$ cat config.mk
export PLATFORM = sky130hd
export DESIGN_NAME = calendar_date_difference_unit
export DESIGN_NICKNAME = d
export VERILOG_FILES = /design/src/design/cdd_pkg.sv /design/src/design/cdd_alu.sv /design/src/design/calendar_date_difference_unit.sv
export SDC_FILE = /design/constraint.sdc
export NUM_CORES = 1
export LEC_CHECK = 0
export ABC_AREA = 1
export BUFFER_PORTS_ARGS = -buffer_cell sky130_fd_sc_hd__buf_2
export CAP_MARGIN = 20
export CORE_MARGIN = 4
export CORE_UTILIZATION = 40
export CTS_CLUSTER_SIZE = 20
export DETAILED_ROUTE_END_ITERATION = 10
export HOLD_SLACK_MARGIN = 0.1
export PLACE_DENSITY = 0.6
export SLEW_MARGIN = 25
export SYNTH_ARGS = -nofsm -noshare
export SYNTH_HDL_FRONTEND = slang
export SYNTH_HIERARCHICAL = 1
export SYNTH_SLANG_ARGS = --single-unit
export TNS_END_PERCENT = 20
$ cat constraint.sdc
create_clock -name i_clk -period 10.55 [get_ports i_clk]
set_input_delay 2.11 -clock i_clk [delete_from_list [all_inputs] [get_ports i_clk]]
set_output_delay 2.11 -clock i_clk [all_outputs]
set_load 0.02 [all_outputs]
$ cat src/design/cdd_pkg.sv
// ----------------------------------------------------------------------------
// cdd_pkg
// Widths, constants and calendar helpers for the date difference unit.
// ----------------------------------------------------------------------------
package cdd_pkg;

    localparam int YEAR_W  = 14;
    localparam int MONTH_W = 4;
    localparam int DAY_W   = 5;
    localparam int ORD_W   = 2;
    localparam int ALU_W   = YEAR_W + MONTH_W + DAY_W;

    localparam logic [ORD_W-1:0] ORD_EQUAL = 2'd0;
    localparam logic [ORD_W-1:0] ORD_FIRST = 2'd1;
    localparam logic [ORD_W-1:0] ORD_LATER = 2'd2;

    localparam logic [MONTH_W-1:0] M_JAN = 4'd1;
    localparam logic [MONTH_W-1:0] M_FEB = 4'd2;
    localparam logic [MONTH_W-1:0] M_APR = 4'd4;
    localparam logic [MONTH_W-1:0] M_JUN = 4'd6;
    localparam logic [MONTH_W-1:0] M_SEP = 4'd9;
    localparam logic [MONTH_W-1:0] M_NOV = 4'd11;
    localparam logic [MONTH_W-1:0] M_DEC = 4'd12;

    localparam int LEAP_CYCLE = 400;
    localparam int CENTURY    = 100;
    localparam int MOD_STEPS  = 6;
    localparam int YEAR_MONTHS = 12;

    function automatic logic is_leap(input logic [8:0] rem);
        logic century;
        century = (rem == 9'(CENTURY)) || (rem == 9'(2 * CENTURY))
                || (rem == 9'(3 * CENTURY));
        return ((rem[1:0] == 2'b00) && !century) || (rem == 9'd0);
    endfunction

    function automatic logic [DAY_W-1:0] month_len(input logic [MONTH_W-1:0] m,
                                                   input logic leap);
        logic [DAY_W-1:0] len;
        len = 5'd31;
        if (m == M_FEB) begin
            len = leap ? 5'd29 : 5'd28;
        end else if (m == M_APR || m == M_JUN || m == M_SEP || m == M_NOV) begin
            len = 5'd30;
        end
        return len;
    endfunction

    function automatic logic date_ok(input logic [MONTH_W-1:0] m,
                                     input logic [DAY_W-1:0] d,
                                     input logic leap);
        return (m >= M_JAN) && (m <= M_DEC) && (d != '0) && (d <= month_len(m, leap));
    endfunction

    function automatic logic [MONTH_W-1:0] prev_month(input logic [MONTH_W-1:0] m);
        return (m == M_JAN) ? M_DEC : MONTH_W'(m - 1'b1);
    endfunction

endpackage

$ cat src/design/cdd_alu.sv
// ----------------------------------------------------------------------------
// cdd_alu
// Shared add/subtract unit with carry out, reused on each arithmetic step of the sequencer.
// ----------------------------------------------------------------------------
module cdd_alu (
    input  logic [cdd_pkg::ALU_W-1:0] i_a,
    input  logic [cdd_pkg::ALU_W-1:0] i_b,
    input  logic                      i_sub,
    output logic [cdd_pkg::ALU_W-1:0] o_sum,
    output logic                      o_carry
);
    import cdd_pkg::*;

    logic [ALU_W-1:0] b_eff;
    logic [ALU_W:0]   full;

    assign b_eff   = i_sub ? ~i_b : i_b;
    assign full    = {1'b0, i_a} + {1'b0, b_eff} + {{ALU_W{1'b0}}, i_sub};
    assign o_sum   = full[ALU_W-1:0];
    assign o_carry = full[ALU_W];

endmodule

$ cat src/design/calendar_date_difference_unit.sv
// ----------------------------------------------------------------------------
// calendar_date_difference_unit
// Order and years/months/days distance of two Gregorian dates.
// ----------------------------------------------------------------------------
// Input channel: i_valid/o_ready carry one word of two dates. Output channel:
// o_valid/i_ready carry one word of order, span and validity flags.
// A small sequencer drives one shared add/subtract unit through its steps:
// twelve restoring subtract steps reduce both years modulo 400 for the leap
// rule, then one step each for the order compare and the year, month and day
// differences, up to two day borrows of two steps each, a month fix-up and a
// year fix-up, and one step to hand over the result.
// One word is taken per pass.
// o_ready is high only while the sequencer is idle. The output register
// holds a finished word while the receiver stalls, and the next word may be
// accepted meanwhile; its result waits until the held word is taken.
// Reset clears the sequencer and the output valid flag.
// ----------------------------------------------------------------------------
module calendar_date_difference_unit (
    input  logic                        i_clk,
    input  logic                        i_rst_n,
    input  logic                        i_valid,
    output logic                        o_ready,
    input  logic [cdd_pkg::YEAR_W-1:0]  i_first_year,
    input  logic [cdd_pkg::MONTH_W-1:0] i_first_month,
    input  logic [cdd_pkg::DAY_W-1:0]   i_first_day,
    input  logic [cdd_pkg::YEAR_W-1:0]  i_second_year,
    input  logic [cdd_pkg::MONTH_W-1:0] i_second_month,
    input  logic [cdd_pkg::DAY_W-1:0]   i_second_day,
    output logic                        o_valid,
    input  logic                        i_ready,
    output logic [cdd_pkg::ORD_W-1:0]   o_order,
    output logic [cdd_pkg::YEAR_W-1:0]  o_span_years,
    output logic [cdd_pkg::MONTH_W-1:0] o_span_months,
    output logic [cdd_pkg::DAY_W-1:0]   o_span_days,
    output logic                        o_first_valid,
    output logic                        o_second_valid
);
    import cdd_pkg::*;

    localparam logic [3:0] S_IDLE = 4'd0;
    localparam logic [3:0] S_MOD  = 4'd1;
    localparam logic [3:0] S_ORD  = 4'd2;
    localparam logic [3:0] S_YRS  = 4'd3;
    localparam logic [3:0] S_MON  = 4'd4;
    localparam logic [3:0] S_DAY  = 4'd5;
    localparam logic [3:0] S_BRD  = 4'd6;
    localparam logic [3:0] S_BRM  = 4'd7;
    localparam logic [3:0] S_MFX  = 4'd8;
    localparam logic [3:0] S_YFX  = 4'd9;
    localparam logic [3:0] S_DONE = 4'd10;

    localparam logic [YEAR_W-1:0] LEAP_BASE = YEAR_W'(LEAP_CYCLE);

    logic [3:0]         r_state, n_state;
    logic [2:0]         r_cnt, n_cnt;
    logic               r_sel, n_sel;
    logic               r_brw, n_brw;
    logic [YEAR_W-1:0]  r_rem, n_rem;
    logic               r_leap_a, n_leap_a, r_leap_b, n_leap_b;
    logic [YEAR_W-1:0]  r_ay, n_ay, r_by, n_by;
    logic [MONTH_W-1:0] r_am, n_am, r_bm, n_bm, r_cm, n_cm;
    logic [DAY_W-1:0]   r_ad, n_ad, r_bd, n_bd;
    logic [ORD_W-1:0]   r_ord, n_ord;
    logic [YEAR_W-1:0]  r_years, n_years;
    logic [5:0]         r_months, n_months;
    logic [6:0]         r_days, n_days;
    logic               r_fv, n_fv, r_sv, n_sv;

    logic               r_o_valid, n_o_valid;
    logic [ORD_W-1:0]   r_o_order, n_o_order;
    logic [YEAR_W-1:0]  r_o_years, n_o_years;
    logic [MONTH_W-1:0] r_o_months, n_o_months;
    logic [DAY_W-1:0]   r_o_days, n_o_days;
    logic               r_o_fv, n_o_fv, r_o_sv, n_o_sv;

    logic [ALU_W-1:0]   alu_a, alu_b, alu_sum;
    logic               alu_sub, alu_carry;
    logic [2:0]         shift;
    logic [MONTH_W-1:0] back_m;

    assign shift  = 3'(MOD_STEPS - 1) - r_cnt;
    assign back_m = prev_month(r_cm);

    cdd_alu u_alu (
        .i_a     (alu_a),
        .i_b     (alu_b),
        .i_sub   (alu_sub),
        .o_sum   (alu_sum),
        .o_carry (alu_carry)
    );

    always_comb begin
        alu_a   = '0;
        alu_b   = '0;
        alu_sub = 1'b1;
        unique case (r_state)
            S_MOD: begin
                alu_a = ALU_W'(r_rem);
                alu_b = ALU_W'(LEAP_BASE << shift);
            end
            S_ORD: begin
                alu_a = {r_ay, r_am, r_ad};
                alu_b = {r_by, r_bm, r_bd};
            end
            S_YRS: begin
                alu_a = ALU_W'(r_by);
                alu_b = ALU_W'(r_ay);
            end
            S_MON: begin
                alu_a = ALU_W'(r_bm);
                alu_b = ALU_W'(r_am);
            end
            S_DAY: begin
                alu_a = ALU_W'(r_bd);
                alu_b = ALU_W'(r_ad);
            end
            S_BRD: begin
                alu_a   = {{(ALU_W-7){r_days[6]}}, r_days};
                alu_b   = ALU_W'(month_len(back_m, r_leap_b));
                alu_sub = 1'b0;
            end
            S_BRM: begin
                alu_a = {{(ALU_W-6){r_months[5]}}, r_months};
                alu_b = ALU_W'(1);
            end
            S_MFX: begin
                alu_a   = {{(ALU_W-6){r_months[5]}}, r_months};
                alu_b   = ALU_W'(YEAR_MONTHS);
                alu_sub = 1'b0;
            end
            S_YFX: begin
                alu_a = ALU_W'(r_years);
                alu_b = ALU_W'(1);
            end
            default: begin
                alu_a = '0;
            end
        endcase
    end

    always_comb begin
        n_state    = r_state;
        n_cnt      = r_cnt;
        n_sel      = r_sel;
        n_brw      = r_brw;
        n_rem      = r_rem;
        n_leap_a   = r_leap_a;
        n_leap_b   = r_leap_b;
        n_ay       = r_ay;
        n_am       = r_am;
        n_ad       = r_ad;
        n_by       = r_by;
        n_bm       = r_bm;
        n_bd       = r_bd;
        n_cm       = r_cm;
        n_ord      = r_ord;
        n_years    = r_years;
        n_months   = r_months;
        n_days     = r_days;
        n_fv       = r_fv;
        n_sv       = r_sv;
        n_o_valid  = r_o_valid;
        n_o_order  = r_o_order;
        n_o_years  = r_o_years;
        n_o_months = r_o_months;
        n_o_days   = r_o_days;
        n_o_fv     = r_o_fv;
        n_o_sv     = r_o_sv;

        if (r_o_valid && i_ready) begin
            n_o_valid = 1'b0;
        end

        unique case (r_state)
            S_IDLE: begin
                if (i_valid) begin
                    n_ay    = i_first_year;
                    n_am    = i_first_month;
                    n_ad    = i_first_day;
                    n_by    = i_second_year;
                    n_bm    = i_second_month;
                    n_bd    = i_second_day;
                    n_rem   = i_first_year;
                    n_cnt   = '0;
                    n_sel   = 1'b0;
                    n_brw   = 1'b0;
                    n_state = S_MOD;
                end
            end
            S_MOD: begin
                if (alu_carry) begin
                    n_rem = alu_sum[YEAR_W-1:0];
                end
                if (r_cnt == 3'(MOD_STEPS - 1)) begin
                    n_cnt = '0;
                    if (!r_sel) begin
                        n_leap_a = is_leap(n_rem[8:0]);
                        n_rem    = r_by;
                        n_sel    = 1'b1;
                    end else begin
                        n_leap_b = is_leap(n_rem[8:0]);
                        n_state  = S_ORD;
                    end
                end else begin
                    n_cnt = r_cnt + 3'd1;
                end
            end
            S_ORD: begin
                n_fv = date_ok(r_am, r_ad, r_leap_a);
                n_sv = date_ok(r_bm, r_bd, r_leap_b);
                if (alu_sum == '0) begin
                    n_ord    = ORD_EQUAL;
                    n_years  = '0;
                    n_months = '0;
                    n_days   = '0;
                    n_state  = S_DONE;
                end else if (!alu_carry) begin
                    n_ord   = ORD_FIRST;
                    n_cm    = r_bm;
                    n_state = S_YRS;
                end else begin
                    n_ord    = ORD_LATER;
                    n_ay     = r_by;
                    n_am     = r_bm;
                    n_ad     = r_bd;
                    n_by     = r_ay;
                    n_bm     = r_am;
                    n_bd     = r_ad;
                    n_cm     = r_am;
                    n_leap_a = r_leap_b;
                    n_leap_b = r_leap_a;
                    n_state  = S_YRS;
                end
            end
            S_YRS: begin
                n_years = alu_sum[YEAR_W-1:0];
                n_state = S_MON;
            end
            S_MON: begin
                n_months = alu_sum[5:0];
                n_state  = S_DAY;
            end
            S_DAY: begin
                n_days  = alu_sum[6:0];
                n_state = alu_sum[6] ? S_BRD : S_MFX;
            end
            S_BRD: begin
                n_days  = alu_sum[6:0];
                n_cm    = back_m;
                n_state = S_BRM;
            end
            S_BRM: begin
                n_months = alu_sum[5:0];
                if (!r_brw && r_days[6]) begin
                    n_brw   = 1'b1;
                    n_state = S_BRD;
                end else begin
                    n_state = S_MFX;
                end
            end
            S_MFX: begin
                if (r_months[5]) begin
                    n_months = alu_sum[5:0];
                    n_state  = S_YFX;
                end else begin
                    n_state = S_DONE;
                end
            end
            S_YFX: begin
                n_years = alu_sum[YEAR_W-1:0];
                n_state = S_DONE;
            end
            S_DONE: begin
                if (!r_o_valid || i_ready) begin
                    n_o_valid  = 1'b1;
                    n_o_order  = r_ord;
                    n_o_years  = r_years;
                    n_o_months = r_months[MONTH_W-1:0];
                    n_o_days   = r_days[DAY_W-1:0];
                    n_o_fv     = r_fv;
                    n_o_sv     = r_sv;
                    n_state    = S_IDLE;
                end
            end
            default: begin
                n_state = S_IDLE;
            end
        endcase
    end

    always_ff @(posedge i_clk) begin
        if (!i_rst_n) begin
            r_state   <= S_IDLE;
            r_o_valid <= 1'b0;
            r_cnt     <= '0;
            r_sel     <= 1'b0;
            r_brw     <= 1'b0;
        end else begin
            r_state   <= n_state;
            r_o_valid <= n_o_valid;
            r_cnt     <= n_cnt;
            r_sel     <= n_sel;
            r_brw     <= n_brw;
        end
    end

    always_ff @(posedge i_clk) begin
        r_rem      <= n_rem;
        r_leap_a   <= n_leap_a;
        r_leap_b   <= n_leap_b;
        r_ay       <= n_ay;
        r_am       <= n_am;
        r_ad       <= n_ad;
        r_by       <= n_by;
        r_bm       <= n_bm;
        r_bd       <= n_bd;
        r_cm       <= n_cm;
        r_ord      <= n_ord;
        r_years    <= n_years;
        r_months   <= n_months;
        r_days     <= n_days;
        r_fv       <= n_fv;
        r_sv       <= n_sv;
        r_o_order  <= n_o_order;
        r_o_years  <= n_o_years;
        r_o_months <= n_o_months;
        r_o_days   <= n_o_days;
        r_o_fv     <= n_o_fv;
        r_o_sv     <= n_o_sv;
    end

    assign o_ready        = (r_state == S_IDLE);
    assign o_valid        = r_o_valid;
    assign o_order        = r_o_order;
    assign o_span_years   = r_o_years;
    assign o_span_months  = r_o_months;
    assign o_span_days    = r_o_days;
    assign o_first_valid  = r_o_fv;
    assign o_second_valid = r_o_sv;

endmodule

# == Word-level counts from Yosys, hierarchy flattened ==
# Index checks and enable logic that the tools add are counted.
# word_totals
reg_bits,134
input_bits,50
# op_classes
n_lt_le_gt_ge,6
reduce_logical,59
bitwise,1
n_shift,1
n_addsub,5
n_mux,83
eq_ne,40
# ops
operator,n
case mux 23 bit (8 select lines),2
2-to-1 mux 14 bit,11
case mux 14 bit (2 select lines),4
2-to-1 mux 4 bit,14
case mux 4 bit (11 select lines),1
== test 4 x 3 -> 1 bit (second input constant),10
2-to-1 mux 5 bit,8
== test 4 bit (second input constant),9
adder 23 x 23 -> 24 bit,1
adder 24 x 1 -> 24 bit,1
case mux 4 bit (2 select lines),3
zero test 23 bit,1
2-to-1 mux 23 bit,1
NOT 23 bit,1
left shift 9 x 3 -> 23 bit (first input constant),1
== test 4 x 2 -> 1 bit (second input constant),5
2-to-1 mux 1 bit,20
case mux 5 bit (2 select lines),2
!= test 2 bit (second input constant),9
case mux 6 bit (3 select lines),1
case mux 7 bit (2 select lines),1
nonzero test 2 bit,7
logical OR 1 bit,13
2-to-1 mux 6 bit,2
29 further kinds,67

# == Logic depth before layout (Yosys ltp) ==
# logic_depth
depth_word,24
mapped_depth,32
ltp_nobuf,32

# == Hierarchy ==
# Netlist, hierarchy kept.
# by_module_without_submodules
mod,seq_area_each_um2,cells_each,area_each_um2,instances
calendar_date_difference_unit,3923.8,830,7163.1,1
cdd_alu,0.0,382,1916.8,1

# == Worst setup path after synthesis ==
# OpenSTA, ideal clock, no wires.
# synth_timing
path_type,reg2reg
start,reg r_cm[0]
end,"reg r_ad[0], enable pin"
path_stages_with_launch,29
n_path_buf,0
arrival_time_ps,5192
setup_slack_ps,4903
required_ps,10095
period_less_slack_ps,5647
path_cell_list,edfxtp_1 inv_1 ha_1 xnor2_1 and2_1 nand2_1 nor2_1 nand2_1 nand3_1 nand2_1 inv_1 nor2_1 nor2_2 inv_1 fa_1 inv_1 nand3_1 nand2_1 nand2_1 nand2_2 nand2_1 nand2_1 xor2_1 nor2_1 nand2_1 nor2_1 nand3_1 nand2_1 a21oi_1
# synth_via
elab_chain_len,16
# synth_rtl
item,line,source
from (decl),calendar_date_difference_unit.sv:61,"logic [MONTH_W-1:0] r_am, n_am, r_bm, n_bm, r_cm, n_cm;"
from (signal assigned),calendar_date_difference_unit.sv:317,r_cm <= n_cm;
subtractor 4 x 1 -> 4 bit / == test 4 x 1 -> 1 bit (equally long branches),cdd_pkg.sv:56,return (m == M_JAN) ? M_DEC : MONTH_W'(m - 1'b1);
2-to-1 mux 4 bit *,cdd_pkg.sv:56,
== test 4 x 3 -> 1 bit,cdd_pkg.sv:43,end else if (m == M_APR || m == M_JUN || m == M_SEP || m == M_NOV) begin
logical OR 1 bit (3 in series),cdd_pkg.sv:43,
2-to-1 mux 1 bit,cdd_pkg.sv:43,
2-to-1 mux 2 bit *,cdd_pkg.sv:41,if (m == M_FEB) begin
case mux 23 bit (8 select lines) *,calendar_date_difference_unit.sv:96,unique case (r_state)
named net alu_b[0],calendar_date_difference_unit.sv:76,"logic [ALU_W-1:0] alu_a, alu_b, alu_sum;"
NOT 23 bit,cdd_alu.sv:17,assign b_eff = i_sub ? ~i_b : i_b;
2-to-1 mux 23 bit *,cdd_alu.sv:17,
adder 23 x 23 -> 24 bit *,cdd_alu.sv:18,"assign full = {1'b0, i_a} + {1'b0, b_eff} + {{ALU_W{1'b0}}, i_sub};"
adder 24 x 1 -> 24 bit *,cdd_alu.sv:18,
named net alu_sum[12],calendar_date_difference_unit.sv:76,
zero test 23 bit *,calendar_date_difference_unit.sv:211,if (alu_sum == '0) begin
!= test 2 bit (no line) *,n/a,
AND reduction 4 bit (no line) *,n/a,
to (signal assigned),calendar_date_difference_unit.sv:313,r_ad <= n_ad;
to (decl),calendar_date_difference_unit.sv:62,"logic [DAY_W-1:0] r_ad, n_ad, r_bd, n_bd;"
# The timed path passes the listed nets; every way through them passes the cells marked *.
# A chain may end at the register's enable or synchronous reset.

# == Final worst setup path ==
# layout_timing
start,reg r_state[1]
end,"reg r_by[10], enable pin"
# layout_via
elab_chain_len,10
# layout_rtl
item,line,source
from (decl),calendar_date_difference_unit.sv:54,"logic [3:0] r_state, n_state;"
from (signal assigned),calendar_date_difference_unit.sv:299,r_state <= n_state;
== test 4 x 3 -> 1 bit / == test 4 bit (equally long branches),calendar_date_difference_unit.sv:96,
OR reduction 2 bit (no line),n/a,
case mux 23 bit (8 select lines) *,calendar_date_difference_unit.sv:96,
named net alu_b[0],calendar_date_difference_unit.sv:76,
NOT 23 bit,cdd_alu.sv:17,
2-to-1 mux 23 bit *,cdd_alu.sv:17,
adder 23 x 23 -> 24 bit *,cdd_alu.sv:18,
adder 24 x 1 -> 24 bit *,cdd_alu.sv:18,
named net alu_sum[12],calendar_date_difference_unit.sv:76,
zero test 23 bit *,calendar_date_difference_unit.sv:211,
!= test 2 bit (no line) *,n/a,
AND reduction 4 bit (no line) *,n/a,
to (signal assigned),calendar_date_difference_unit.sv:314,r_by <= n_by;
to (decl),calendar_date_difference_unit.sv:60,"logic [YEAR_W-1:0] r_ay, n_ay, r_by, n_by;"
# Marked as above.

==> metrics.yaml <==
drt:
  final_antenna_net_count: 0
  via_per_inst: 5.28
  routedWlPerCell_um: 18.0
  drt_wl_total_um: 28400
  drtIter0Drc: 796
  firstDrtPassIters: 5
  num_vias: 8315
  drc: 0
global_route:
  grt_pass1_vias: 7606
  grt_use_total_pct: 22.8
  grt_remaining_overflow: 0
  grt_antenna_before_repair: 0
  grt_pass1_wl_um: 43200
  grt_max_degree: 75
timing:
  hold_viol: 0
  finalSetupViolCount: 0
  fin_skew_ns: 0.0112
  tightest_slew_ns: 0.871
  maxSlewViolCount: 0
  fmax_mhz: 191
  rsz0062_at_grt: "no"
  tns_ns: 0
  relSlewSlack_pct: 41.7
  period_needed_ns: 5.24
  final.period_utilization_pct: 49.7
status:
  status: "finished clean"
clock_network:
  cts_tree: "done"
  cts_made_buffers: 17
  cts.clk_slew.worst_paths_ns: 0.06
  clockBufferDepth: 2
  cts_root_buffer: "clkbuf_16"
  cts.sinks: 134
  h-tree-depth: 4
  clkLatencyLatePin_ns: 0.43
  cts_hold_buf: 0
  ctsResizeCount: 0
  post_cts_buffers: 0
critical_path:
  cp_top_family: "simple AND/OR/NAND/NOR gates"
  cp.depth: 25
  critPathArrivalTime_ns: 5.31
  cpPeakStageDelay_ns: 0.54
  r2r_cells: 25
  critPathLaunchType: "flop"
  endpoint_kind: "flop"
  path_class: "flop to flop"
  path_max_fanout: 42
  path_buf_inv: 4
  ff2ff_setup_slack_ns: 5.31
  worstPathRequired_ns: 10.61
  slowest_stage: "nor2_2"
  r2r_start: "r_state[1]"
  r2r-end: "r_by[10]"
  cpMostUsedCell: "nand2_1"
place:
  post-dp-hpwl_um: 22200
  gp_congestion: 1.00
  port_buffers: 78
  placed_cells: 1543
layout:
  drive_gt1_share_pct: 11.1
  fin_nets: 1374
  area_growth_pct: 13.6
  final_cell_count_no_fill: 1576
  antenna_cells: 0
die:
  initial_core_util_pct: 41.1
  dieArea_um2: 25200
  core-area_um2: 22100
  fp.dieH_um: 159
  rows: 54
  die_x_um: 159
  boundaryPins: 79
synthesis:
  ys.flop_type: "edfxtp_1"
  ys_ff_latch: 134
  synthCells: 1212
  syn_area_um2: 9080
  ys_types: 41
  async_reset_ff_share_pct: 0
  avgSynthCellArea_um2: 7.49
  yosysWarnings: 6
  syn-num-nets: 1303
  synth_edf_count: 124
  yosysSeqAreaShare_pct: 43.2
run:
  maxCapViolCount: 0
min_path:
  hold_depth: 0
  whs_endpoint: "o_first_valid"
  min_from: "r_fv"
  hp-class: "flop to flop"
## worst max-delay path by stage
stage                     from       end  slack [ns]
floorplan              r_cm[0]   r_ad[0]        4.90
CTS                 r_state[2]   r_ay[8]        5.18
finish              r_state[1]  r_by[10]        5.31
detailed placement  r_state[2]   r_ay[8]        5.20
global placement    r_state[2]  r_by[11]        5.32
global route        r_state[2]  r_ay[10]        4.85
## kinds of logic (layout without fill, tap and decap cells)
family / count (synthesis) / count (layout) / share of synthesized area [%]
adders and majority gates: 41 / 41 / 5.73
and+or+nand+nor: 612 / 612 / 27.3
buffers and inverters: 214 / 298 / 9.32
xor gates and xnor gates: 34 / 34 / 3.28
AOI/OAI and AO/OA: 177 / 177 / 11.2
DFF: 134 / 134 / 43.2
## cells in the final DEF (no fill, tap or decap), types with 3 or more instances in the layout
cell type,n
a211oi_1,5
a21oi_1,52
a221oi_1,8
a22oi_1,3
buf_2,78
buf_4,7
clkbuf_16,17
clkinv_4,3
dfxtp_1,10
edfxtp_1,124
ha_1,40
inv_1,178
inv_6,4
nand2_1,384
nand2_2,6
nand3_1,56
nand4_1,6
nor2_1,124
nor2_2,13
nor3_1,14
o2111ai_1,3
o211ai_1,6
o21ai_0,79
o22ai_1,9
xnor2_1,3
xor2_1,31
## area by class of cell
cell class | instances | area [um^2]
fill | 2180 | 11800
sequential | 134 | 3920
inverter | 180 | 676
clock inverter | 13 | 146
timing repair buffer | 86 | 463
clock buffer | 19 | 433
multi-input combinational | 864 | 4330
tap | 280 | 350
## synth_stat cells, types with 2 or more instances
cell       count  share of area (%)
a211oi_1       5               0.41
buf_4          3               0.25
o21ai_0       79                4.4
and2_1         2               0.14
nor2_1       125                5.2
a221oi_1       8               0.77
nor3_1        14               0.77
nand3b_1       2               0.17
xnor2_1        3               0.29
o211ai_1       6               0.50
nor2_2        12               0.83
o2111ai_1      3               0.29
clkbuf_1       6               0.25
a22oi_1        3               0.25
buf_2         25                1.4
nor4_1         2               0.14
a21oi_1       53                2.9
inv_2          2              0.083
dfxtp_1       10                2.2
a311oi_1       2               0.19
xor2_1        31                3.0
ha_1          40                5.5
nand2_1      385                 16
nand3_1       56                3.1
o22ai_1        9               0.62
nor2_4         2               0.25
edfxtp_1     124                 41
inv_1        178                7.4
nand2_2        5               0.34
nand4_1        6               0.41
## metrics by stage
step	util (%)	instance area, um^2	worst slack [ns]	hold WS [ns]
3_5_place_dp	44.0	9720	5.20	0.413
4_1_cts	46.6	10300	5.18	0.427
6_report	46.7	10300	5.31	0.425
3_3_place_gp	44.0	9720	5.32	0.405
5_1_grt	46.7	10300	4.85	0.439
2_1_floorplan	-	9080	4.90	0.400
## flip-flops by register name, summed over array words and instances, names as in the netlist, 5 cells and up
register      flops
r_ad              5
r_by             14
r_days            7
r_bd              5
r_months          6
r_years          14
o_span_days       5
r_ay             14
o_span_years     14
r_rem            14
## metal layers
layer	part of all wire (%)	global-route usage (%)	wire length [um]
met1	46	34.0	13100
met4	3.0	8.12	862
met3	9.2	4.24	2610
met2	42	33.0	11800
met5	0	0	0
Power is not shown: default switching activity piles up to over one toggle a cycle in this logic, so the estimate is an artifact.
